`src/rtl/sha_pkg.sv`:
```
// Shared types, constants and round functions for the SHA-256 stream hasher.
`timescale 1ns / 1ps
package sha_pkg;

  localparam int QDEPTH = 4;
  localparam int QAW    = 2;

  typedef struct packed {
    logic [7:0] data_byte;
    logic       byte_valid;
    logic       end_of_message;
  } req_t;

  typedef enum logic [2:0] {
    ST_IDLE,
    ST_PAD80,
    ST_PADZ,
    ST_PADLEN,
    ST_ROUND,
    ST_FOLD,
    ST_EMIT
  } back_state_t;

  localparam logic [7:0] PAD_BYTE  = 8'h80;
  localparam logic [5:0] LEN_START = 6'd56;

  function automatic logic [31:0] h_init(input logic [2:0] i);
    logic [31:0] r;
    case (i)
      3'd0:    r = 32'h6a09e667;
      3'd1:    r = 32'hbb67ae85;
      3'd2:    r = 32'h3c6ef372;
      3'd3:    r = 32'ha54ff53a;
      3'd4:    r = 32'h510e527f;
      3'd5:    r = 32'h9b05688c;
      3'd6:    r = 32'h1f83d9ab;
      default: r = 32'h5be0cd19;
    endcase
    return r;
  endfunction

  function automatic logic [31:0] k_const(input logic [5:0] t);
    logic [31:0] r;
    case (t)
      6'd0:  r = 32'h428a2f98; 6'd1:  r = 32'h71374491;
      6'd2:  r = 32'hb5c0fbcf; 6'd3:  r = 32'he9b5dba5;
      6'd4:  r = 32'h3956c25b; 6'd5:  r = 32'h59f111f1;
      6'd6:  r = 32'h923f82a4; 6'd7:  r = 32'hab1c5ed5;
      6'd8:  r = 32'hd807aa98; 6'd9:  r = 32'h12835b01;
      6'd10: r = 32'h243185be; 6'd11: r = 32'h550c7dc3;
      6'd12: r = 32'h72be5d74; 6'd13: r = 32'h80deb1fe;
      6'd14: r = 32'h9bdc06a7; 6'd15: r = 32'hc19bf174;
      6'd16: r = 32'he49b69c1; 6'd17: r = 32'hefbe4786;
      6'd18: r = 32'h0fc19dc6; 6'd19: r = 32'h240ca1cc;
      6'd20: r = 32'h2de92c6f; 6'd21: r = 32'h4a7484aa;
      6'd22: r = 32'h5cb0a9dc; 6'd23: r = 32'h76f988da;
      6'd24: r = 32'h983e5152; 6'd25: r = 32'ha831c66d;
      6'd26: r = 32'hb00327c8; 6'd27: r = 32'hbf597fc7;
      6'd28: r = 32'hc6e00bf3; 6'd29: r = 32'hd5a79147;
      6'd30: r = 32'h06ca6351; 6'd31: r = 32'h14292967;
      6'd32: r = 32'h27b70a85; 6'd33: r = 32'h2e1b2138;
      6'd34: r = 32'h4d2c6dfc; 6'd35: r = 32'h53380d13;
      6'd36: r = 32'h650a7354; 6'd37: r = 32'h766a0abb;
      6'd38: r = 32'h81c2c92e; 6'd39: r = 32'h92722c85;
      6'd40: r = 32'ha2bfe8a1; 6'd41: r = 32'ha81a664b;
      6'd42: r = 32'hc24b8b70; 6'd43: r = 32'hc76c51a3;
      6'd44: r = 32'hd192e819; 6'd45: r = 32'hd6990624;
      6'd46: r = 32'hf40e3585; 6'd47: r = 32'h106aa070;
      6'd48: r = 32'h19a4c116; 6'd49: r = 32'h1e376c08;
      6'd50: r = 32'h2748774c; 6'd51: r = 32'h34b0bcb5;
      6'd52: r = 32'h391c0cb3; 6'd53: r = 32'h4ed8aa4a;
      6'd54: r = 32'h5b9cca4f; 6'd55: r = 32'h682e6ff3;
      6'd56: r = 32'h748f82ee; 6'd57: r = 32'h78a5636f;
      6'd58: r = 32'h84c87814; 6'd59: r = 32'h8cc70208;
      6'd60: r = 32'h90befffa; 6'd61: r = 32'ha4506ceb;
      6'd62: r = 32'hbef9a3f7;
      default: r = 32'hc67178f2;
    endcase
    return r;
  endfunction

  function automatic logic [31:0] rotr(input logic [31:0] x, input int n);
    return (x >> n) | (x << (32 - n));
  endfunction

  function automatic logic [31:0] sig0(input logic [31:0] x);
    return rotr(x, 7) ^ rotr(x, 18) ^ (x >> 3);
  endfunction

  function automatic logic [31:0] sig1(input logic [31:0] x);
    return rotr(x, 17) ^ rotr(x, 19) ^ (x >> 10);
  endfunction

  function automatic logic [31:0] bsig0(input logic [31:0] x);
    return rotr(x, 2) ^ rotr(x, 13) ^ rotr(x, 22);
  endfunction

  function automatic logic [31:0] bsig1(input logic [31:0] x);
    return rotr(x, 6) ^ rotr(x, 11) ^ rotr(x, 25);
  endfunction

endpackage

```
`src/rtl/sha_front.sv`:
```
// Input front end: takes requests, drops empty ones and queues the rest.
`timescale 1ns / 1ps
module sha_front import sha_pkg::*; (
  input  logic       clk,
  input  logic       rst_n,
  input  logic       in_valid,
  output logic       in_ready,
  input  logic [7:0] in_data_byte,
  input  logic       in_byte_valid,
  input  logic       in_end_of_message,
  output logic       q_valid,
  output req_t       q_req,
  input  logic       q_pop
);

  req_t           mem_r [QDEPTH];
  logic [QAW-1:0] wr_ptr_r, rd_ptr_r;
  logic [QAW:0]   cnt_r, cnt_nxt;
  logic           push;

  assign in_ready = (cnt_r != (QAW+1)'(QDEPTH));
  // Requests with no byte and no end mark change nothing: drop them
  assign push     = in_valid && in_ready && (in_byte_valid || in_end_of_message);
  assign q_valid  = (cnt_r != '0);
  assign q_req    = mem_r[rd_ptr_r];

  always_comb begin
    cnt_nxt = cnt_r;
    if (push && !q_pop) cnt_nxt = cnt_r + 1'b1;
    else if (!push && q_pop) cnt_nxt = cnt_r - 1'b1;
  end

  // Advance pointers and count
  always_ff @(posedge clk) begin
    if (!rst_n) begin
      wr_ptr_r <= '0;
      rd_ptr_r <= '0;
      cnt_r    <= '0;
    end else begin
      if (push) wr_ptr_r <= wr_ptr_r + 1'b1;
      if (q_pop) rd_ptr_r <= rd_ptr_r + 1'b1;
      cnt_r <= cnt_nxt;
    end
  end

  // Store queued requests
  always_ff @(posedge clk) begin
    if (push) mem_r[wr_ptr_r] <= '{data_byte: in_data_byte, byte_valid: in_byte_valid,
                                   end_of_message: in_end_of_message};
  end

endmodule

```
`src/rtl/sha_back.sv`:
```
// Hash engine: block fill, padding, 64-round compression and digest output.
`timescale 1ns / 1ps
module sha_back import sha_pkg::*; (
  input  logic        clk,
  input  logic        rst_n,
  input  logic        q_valid,
  input  req_t        q_req,
  output logic        q_pop,
  output logic        out_valid,
  input  logic        out_ready,
  output logic [31:0] out_digest_word,
  output logic [2:0]  out_word_index,
  output logic        out_last_word
);

  back_state_t       state_r, state_nxt;
  logic [15:0][31:0] win_r;
  logic [31:0]       v_r [8];
  logic [31:0]       h_r [8];
  logic [63:0]       len_r;
  logic [5:0]        pos_r;
  logic [5:0]        rnd_r;
  logic [2:0]        idx_r;
  logic              eom_pend_r, pad_r, last_r;

  logic              put_en;
  logic [7:0]        put_byte;
  logic [63:0]       bits;
  logic [5:0]        len_sh;
  logic [31:0]       w_new, t1, t2;

  assign bits   = {len_r[60:0], 3'b000};
  assign len_sh = {3'd7 - pos_r[2:0], 3'b000};

  // Next state
  always_comb begin
    state_nxt = state_r;
    case (state_r)
      ST_IDLE: begin
        if (q_valid) begin
          if (q_req.byte_valid && pos_r == 6'd63) state_nxt = ST_ROUND;
          else if (q_req.end_of_message) state_nxt = ST_PAD80;
        end
      end
      ST_PAD80, ST_PADZ: begin
        if (pos_r == 6'd63) state_nxt = ST_ROUND;
        else if (pos_r == LEN_START - 6'd1) state_nxt = ST_PADLEN;
        else state_nxt = ST_PADZ;
      end
      ST_PADLEN: if (pos_r == 6'd63) state_nxt = ST_ROUND;
      ST_ROUND:  if (rnd_r == 6'd63) state_nxt = ST_FOLD;
      ST_FOLD: begin
        if (last_r) state_nxt = ST_EMIT;
        else if (pad_r) state_nxt = ST_PADZ;
        else if (eom_pend_r) state_nxt = ST_PAD80;
        else state_nxt = ST_IDLE;
      end
      ST_EMIT:   if (out_ready && idx_r == 3'd7) state_nxt = ST_IDLE;
      default:   state_nxt = ST_IDLE;
    endcase
  end

  // Outputs and byte insertion
  always_comb begin
    q_pop    = 1'b0;
    put_en   = 1'b0;
    put_byte = 8'h00;
    case (state_r)
      ST_IDLE: begin
        q_pop    = q_valid;
        put_en   = q_valid && q_req.byte_valid;
        put_byte = q_req.data_byte;
      end
      ST_PAD80: begin
        put_en   = 1'b1;
        put_byte = PAD_BYTE;
      end
      ST_PADZ:   put_en = 1'b1;
      ST_PADLEN: begin
        put_en   = 1'b1;
        put_byte = 8'(bits >> len_sh);
      end
      default: ;
    endcase
  end

  assign out_valid       = (state_r == ST_EMIT);
  assign out_digest_word = h_r[idx_r];
  assign out_word_index  = idx_r;
  assign out_last_word   = (idx_r == 3'd7);

  // Round datapath
  assign w_new = sig1(win_r[1]) + win_r[6] + sig0(win_r[14]) + win_r[15];
  assign t1 = v_r[7] + bsig1(v_r[4]) + ((v_r[4] & v_r[5]) ^ (~v_r[4] & v_r[6]))
            + k_const(rnd_r) + win_r[15];
  assign t2 = bsig0(v_r[0]) + ((v_r[0] & v_r[1]) ^ (v_r[0] & v_r[2]) ^ (v_r[1] & v_r[2]));

  // Control registers
  always_ff @(posedge clk) begin
    if (!rst_n) begin
      state_r    <= ST_IDLE;
      len_r      <= '0;
      pos_r      <= '0;
      rnd_r      <= '0;
      idx_r      <= '0;
      eom_pend_r <= 1'b0;
      pad_r      <= 1'b0;
      last_r     <= 1'b0;
      for (int i = 0; i < 8; i++) h_r[i] <= h_init(3'(i));
    end else begin
      state_r <= state_nxt;
      if (put_en) pos_r <= pos_r + 1'b1;
      if (state_r == ST_IDLE && put_en) len_r <= len_r + 1'b1;
      if (state_r == ST_IDLE && q_valid && q_req.byte_valid && q_req.end_of_message
          && pos_r == 6'd63) eom_pend_r <= 1'b1;
      if (state_r == ST_PAD80) begin
        pad_r      <= 1'b1;
        eom_pend_r <= 1'b0;
      end
      if (state_r == ST_PADLEN && pos_r == 6'd63) last_r <= 1'b1;
      if (state_r == ST_ROUND) rnd_r <= rnd_r + 1'b1;
      if (state_r == ST_FOLD)
        for (int i = 0; i < 8; i++) h_r[i] <= h_r[i] + v_r[i];
      // Hand out digest words; restart the message after the last one
      if (state_r == ST_EMIT && out_ready) begin
        idx_r <= idx_r + 1'b1;
        if (idx_r == 3'd7) begin
          len_r  <= '0;
          pad_r  <= 1'b0;
          last_r <= 1'b0;
          for (int i = 0; i < 8; i++) h_r[i] <= h_init(3'(i));
        end
      end
    end
  end

  // Block buffer doubles as the schedule window; working variables
  always_ff @(posedge clk) begin
    if (put_en) win_r <= {win_r[15][23:0], win_r[14:0], put_byte};
    else if (state_r == ST_ROUND) win_r <= {win_r[14:0], w_new};
    if (state_nxt == ST_ROUND && state_r != ST_ROUND) begin
      for (int i = 0; i < 8; i++) v_r[i] <= h_r[i];
    end else if (state_r == ST_ROUND) begin
      v_r[7] <= v_r[6];
      v_r[6] <= v_r[5];
      v_r[5] <= v_r[4];
      v_r[4] <= v_r[3] + t1;
      v_r[3] <= v_r[2];
      v_r[2] <= v_r[1];
      v_r[1] <= v_r[0];
      v_r[0] <= t1 + t2;
    end
  end

endmodule

```
`src/rtl/sha256_stream_hasher_unit.sv`:
```
// Top level of the SHA-256 stream hasher: request queue and hash engine.
// The engine takes a queued request whenever it is idle; requests queue four deep.
// A full 64-byte block is then compressed in 64 rounds followed by one fold.
// Padding inserts one byte per cycle, pausing while a full block is compressed;
// after the last block is folded, the digest is handed out as eight words.
// Synchronous active-low reset restores the initial hash and empties the queue.
`timescale 1ns / 1ps
module sha256_stream_hasher_unit import sha_pkg::*; (
  input  logic        clk,
  input  logic        rst_n,
  input  logic        in_valid,
  output logic        in_ready,
  input  logic [7:0]  in_data_byte,
  input  logic        in_byte_valid,
  input  logic        in_end_of_message,
  output logic        out_valid,
  input  logic        out_ready,
  output logic [31:0] out_digest_word,
  output logic [2:0]  out_word_index,
  output logic        out_last_word
);

  logic q_valid, q_pop;
  req_t q_req;

  sha_front u_front (
    .clk, .rst_n, .in_valid, .in_ready, .in_data_byte, .in_byte_valid,
    .in_end_of_message, .q_valid, .q_req, .q_pop
  );

  sha_back u_back (
    .clk, .rst_n, .q_valid, .q_req, .q_pop, .out_valid, .out_ready,
    .out_digest_word, .out_word_index, .out_last_word
  );

endmodule

```
`config.mk`:
```
export PLATFORM = sky130hd
export DESIGN_NAME = sha256_stream_hasher_unit
export DESIGN_NICKNAME = d
export VERILOG_FILES = /design/src/rtl/sha_pkg.sv /design/src/rtl/sha_front.sv /design/src/rtl/sha_back.sv /design/src/rtl/sha256_stream_hasher_unit.sv
export SDC_FILE = /design/constraint.sdc
export NUM_CORES = 2
export LEC_CHECK = 0
export BUFFER_PORTS_ARGS = -buffer_cell sky130_fd_sc_hd__buf_2
export CAP_MARGIN = 10
export CORE_UTILIZATION = 39
export CTS_BUF_LIST = sky130_fd_sc_hd__clkbuf_16
export DETAILED_ROUTE_END_ITERATION = 12
export PLACE_DENSITY = 0.56
export SETUP_SLACK_MARGIN = 0.05
export SLEW_MARGIN = 40
export SYNTH_ARGS = -nofsm -noshare
export SYNTH_HDL_FRONTEND = slang
export SYNTH_SLANG_ARGS = --single-unit
```
`constraint.sdc`:
```
create_clock -name clk -period 21.8 [get_ports clk]
set_clock_uncertainty 0.05 [all_clocks]
set_input_delay 0 -clock clk [delete_from_list [all_inputs] [get_ports clk]]
set_output_delay 0 -clock clk [all_outputs]
set_load 0.05 [all_outputs]
```
# Word-level counts from Yosys, hierarchy flattened

Memories as Yosys holds them, arrays and structs flattened. A register that Yosys moved wholly into a read port is not among the register bits.
Index checks and enable logic that the tools add are counted.

Bits in registers: 604
RAM bits: 552
ROM bits: 2,048
Input bits: 14
Output and inout port bits: 38
Memories: 4

Memories:

| name             | depth | bits a word | read ports | clocked after Yosys merged registers in | write ports | RTL line        | source |
|---|---|---|---|---|---|---|---|
| (name not given) | 64    | 32          | 1          | 1                                       | 0           | sha_pkg.sv:44   | `case (t)` |
| u_back.h_r       | 8     | 32          | 9          | 1                                       | 8           | sha_back.sv:19  | `logic [31:0] h_r [8];` |
| u_back.v_r       | 8     | 32          | 8          | 0                                       | 8           | sha_back.sv:18  | `logic [31:0] v_r [8];` |
| u_front.mem_r    | 4     | 10          | 1          | 1                                       | 1           | sha_front.sv:16 | `req_t mem_r [QDEPTH];` |

Add/sub/neg operators: 27
Eq/ne operators: 13
Shift operators: 1
Muxes and demuxes: 105
Bitwise operators: 52
Reduce and logical (&&, ||, !) cells: 25

Operators with widths:

| operator                | count |
|---|---|
| $mux W32                | 56 |
| $mux W512               | 2 |
| $add A32 B32 Y32        | 18 |
| $xor A32 B32 Y32        | 9 |
| $mux W64                | 3 |
| $and A32 B32 Y32        | 5 |
| $add A64 B1 Y64 const B | 1 |
| $shr A64 B6 Y8          | 1 |
| $mux W3                 | 13 |
| $not A32 Y32            | 1 |
| $or A10 B32 Y32         | 1 |
| $or A13 B32 Y32         | 1 |
| $or A14 B32 Y32         | 1 |
| $or A15 B32 Y32         | 1 |
| $or A19 B32 Y32         | 1 |
| $or A21 B32 Y32         | 1 |
| $or A25 B32 Y32         | 1 |
| $or A26 B32 Y32         | 1 |
| $or A30 B32 Y32         | 1 |
| $or A7 B32 Y32          | 1 |
| $xor A32 B22 Y32        | 1 |
| $xor A32 B29 Y32        | 1 |
| $mux W1                 | 24 |
| $or A1 B1 Y1            | 24 |
| other kinds (24)        | 54 |

# Logic depth before layout (Yosys ltp)

Depth in word-level cells: 10
Depth in mapped cells: 35
Depth with buffers taken out: 34

# Modules after synthesis

From an unflattened synthesis, not the netlist that was laid out.

Cells, all modules: 8,312
Area total of the unflattened synthesis: 77,132.7 um^2

By module, submodules not included:

| module    | times used | cells an instance | area each (um^2) | seq. area each (um^2) |
|---|---|---|---|---|
| sha_back  | 1          | 8,211             | 75,222.1         | 31,810.5 |
| sha_front | 1          | 101               | 1,910.6          | 1,381.3 |

# Worst setup path before layout

OpenSTA, ideal clock, no wires.

Path kind: reg2reg
Start: reg with a tool-made name
End: reg u_back.win_r[0] (netlist bit) (enable)
Data arrival time: 10.377 ns
Required time: 18.118 ns
Path slack: 7.741 ns
Cell stages (with the launch flop): 9
Buffers on the path: 3
Clock period less this slack: 14.059 ns
Cells stage by stage: dfxtp_1 > buf_2 > mux4_2 > o31ai_1 > nand2_1 > nand2_1 > clkbuf_1 > clkbuf_1 > nand2_1

RTL lines:

| element              | RTL line        | source |
|---|---|---|
| to (signal assigned) | sha_back.sv:139 | `if (put_en) win_r <= {win_r[15][23:0], win_r[14:0], put_byte};` |
| to (signal assigned) | sha_back.sv:140 | `else if (state_r == ST_ROUND) win_r <= {win_r[14:0], w_new};` |
| to (decl)            | sha_back.sv:17  | `logic [15:0][31:0] win_r;` |

==> impl_metrics.ini <==
[timing]
rsz0062_at_grt = false
finalSetupTns_ns = 0
hold_violations = 0
min_period_ns = 8.25
fin_ws_ns = 13.55
max_freq_mhz = 121
maxSlewHeadroom = 0.415
setup_viol = 0
tightest_slew_ns = 0.878
min_period_over_period = 0.378
slew_violations = 0

[clock_tree]
holdBufCountCts = 24
htree_levels = 4
clk_latency_ns = 0.83
path_clk_slew_ns = 0.06
cts_setup_buffers = 0
cts.sinks = 1190
post_cts_resized = 0
root_buffer = clkbuf_16
clk_path_buf_depth = 3
cts_made_buffers = 144
cts_tree = built

[logic_synthesis]
synthCells = 8313
synth_edf_count = 936
ys_seq_elements = 1190
ys_warn_count = 0
synth-main-ff-cell = edfxtp_1
async_flop_share = 0
syn_area_mm2 = 0.0770
yosys.area.top_type = edfxtp_1
yosysUniqueCellTypes = 99
seq_area_frac_synth = 0.431
syn_nets = 8921
synth_top_area_share = 0.365
synthTopCellsByArea = edfxtp_1, nand2_1, dfxtp_1
synth_area_per_cell_um2 = 9.27

[final_layout]
fin_util = 0.433
nets = 8763
fin_cells = 10900
drive_above_1_share = 0.0644
fillers = 19000
layout_commonest_cell = nand2_1
area_growth_pct = 9.98
seq_area_mm2 = 0.0332
final_cell_mix = nand2_1, edfxtp_1, a21oi_1, ha_1, xnor2_1
multi_input_area_mm2 = 0.0410

[setup_path]
crit_type = flop to flop
critPathBufInv = 5
path_common_cell = inv_1
worst_ep_arrival_time_ns = 8.74
crit_path_start_kind = flop
cpPeakStageDelay_ns = 0.58
crit_slowest_cell = edfxtp_1
critPathTopFamily = adder cells
end_kind = flop
crit_required_ns = 22.30
critPathMaxFanout = 6

[job]
cap_violations = 0

[worst_hold_path]
worstHoldPathType = input pin to flop

[drt]
avgViaCountPerCell = 5.54
ant_nets = 0
routedWlPerCell_um = 23.1
drt-initial-drc-count = 5900
vias = 60400
drc = 0
drtPass1Iterations = 7
wl_mm = 252

[die]
die_x_um = 446
die_y_um = 446
num_rows = 162
start_util = 0.394
io_pins = 52
core_area_mm2 = 0.196
dieArea_mm2 = 0.199

[placement]
dp.cells = 10600
numPortBuffers = 51
pre_cts_ws_ns = 13.57
gp_congestion = 0.957
dp_hpwl_mm = 185

[global_routing]
grt_start_max_net_pins = 141
grt_overflow = 0
antenna_found_initial = 16
grt_usage = 0.250
grt_pass1_vias = 57800
grt_pass1_wl_mm = 375

[status]
status = finished, final reports clean
==> kinds of logic (layout without fill, tap and decap cells) <==
group,count (synthesis),after routing,share of synthesized area
compound gates,1482,1482,0.120
xor+xnor,621,621,0.0706
fa+ha+maj,616,616,0.118
buf+inv,808,770,0.0396
flops,1190,1190,0.431
mux,171,171,0.0371
other cells,0,6,0
simple gates,3425,3425,0.183
==> stage by stage <==
| step | hold slack (ns) | area, µm² |
|---|---|---|
| final | 0.282 | 84700 |
| after global routing | 0.264 | 84700 |
| after CTS | 0.238 | 84700 |
| after detailed placement | 0.176 | 79700 |
| after global placement | 0.169 | 79600 |
| after floorplan | 0.0489 | 77000 |
==> state kept, by name (all words and copies together), names as in the netlist, named ones only <==
register               count
u_back.len_r              61
u_back.out_word_index      3
u_back.eom_pend_r          1
u_back.state_r             3
u_front.cnt_r              3
u_front.mem_r             40
u_back.h_r               256
u_back.v_r               256
u_back.pad_r               1
u_back.pos_r               6
u_back.rnd_r               6
u_back.last_r              1
u_front.rd_ptr_r           2
u_front.wr_ptr_r           2
u_back.win_r             512
==> layer usage <==
metal | vias up | share of wire | global-route usage
met1 | 29400 | 0.45 | 0.364
met5 | - | 0.00013 | 0
met3 | 386 | 0.080 | 0.0439
li1 | 28300 | - | -
met4 | 4 | 0.040 | 0.0939
met2 | 2313 | 0.43 | 0.369
==> synth_stat cells, types with 51 or more instances <==
master and n:
nand2b_1 69, o21ai_0 374, xor2_1 235, a21o_1 177, fa_1 196, nor3_1 78
o211ai_1 58, ha_1 398, edfxtp_1 936, o21a_1 54, a21oi_1 435, nand2_1 2489
a31oi_1 51, a211oi_1 53, nand3_1 137, inv_1 350, mux4_2 88, clkbuf_1 416
nor2_1 381, xnor2_1 386, dfxtp_1 254
==> worst reg2reg max path: cells and delay by family (launching register included) <==
kind / cells / cell delay [ns]
AO/OA/AOI/OAI: 14 / 2.50
XOR/XNOR: 4 / 0.83
adder cells (fa/ha/maj): 6 / 2.63
buffers and inverters: 5 / 0.29
flip-flops: 1 / 0.58
AND/OR/NAND/NOR: 5 / 1.08
==> final cells by class <==
| class | count | area share |
|---|---|---|
| Clock inverter | 117 | 0.0112 |
| Inverter | 354 | 0.0158 |
| Antenna cell | 6 | 0.000177 |
| Multi-Input combinational cell | 6315 | 0.484 |
| Sequential cell | 1190 | 0.392 |
| Clock buffer | 149 | 0.0440 |
| Tap cell | 2624 | 0.0387 |
| Timing Repair Buffer | 150 | 0.0146 |
==> worst paths after layout <==
| kind | from | slack (ns) | to | cells past startpoint |
|---|---|---|---|---|
| worst max-delay path | u_back.v_r[0][155] | 13.55 | u_back.v_r[0][29] | 34 |
| worst min register to register | u_back.pos_r[5] | 0.44 | u_back.pos_r[5] | 2 |
| worst min-delay path | rst_n | 0.28 | u_back.h_r[3][0] | 3 |
| worst max register to register | u_back.v_r[0][155] | 13.55 | u_back.v_r[0][29] | 34 |
Power is left out: the tool's default activity adds up to more than one toggle a clock period on the data nets, which glitch-free logic cannot reach.
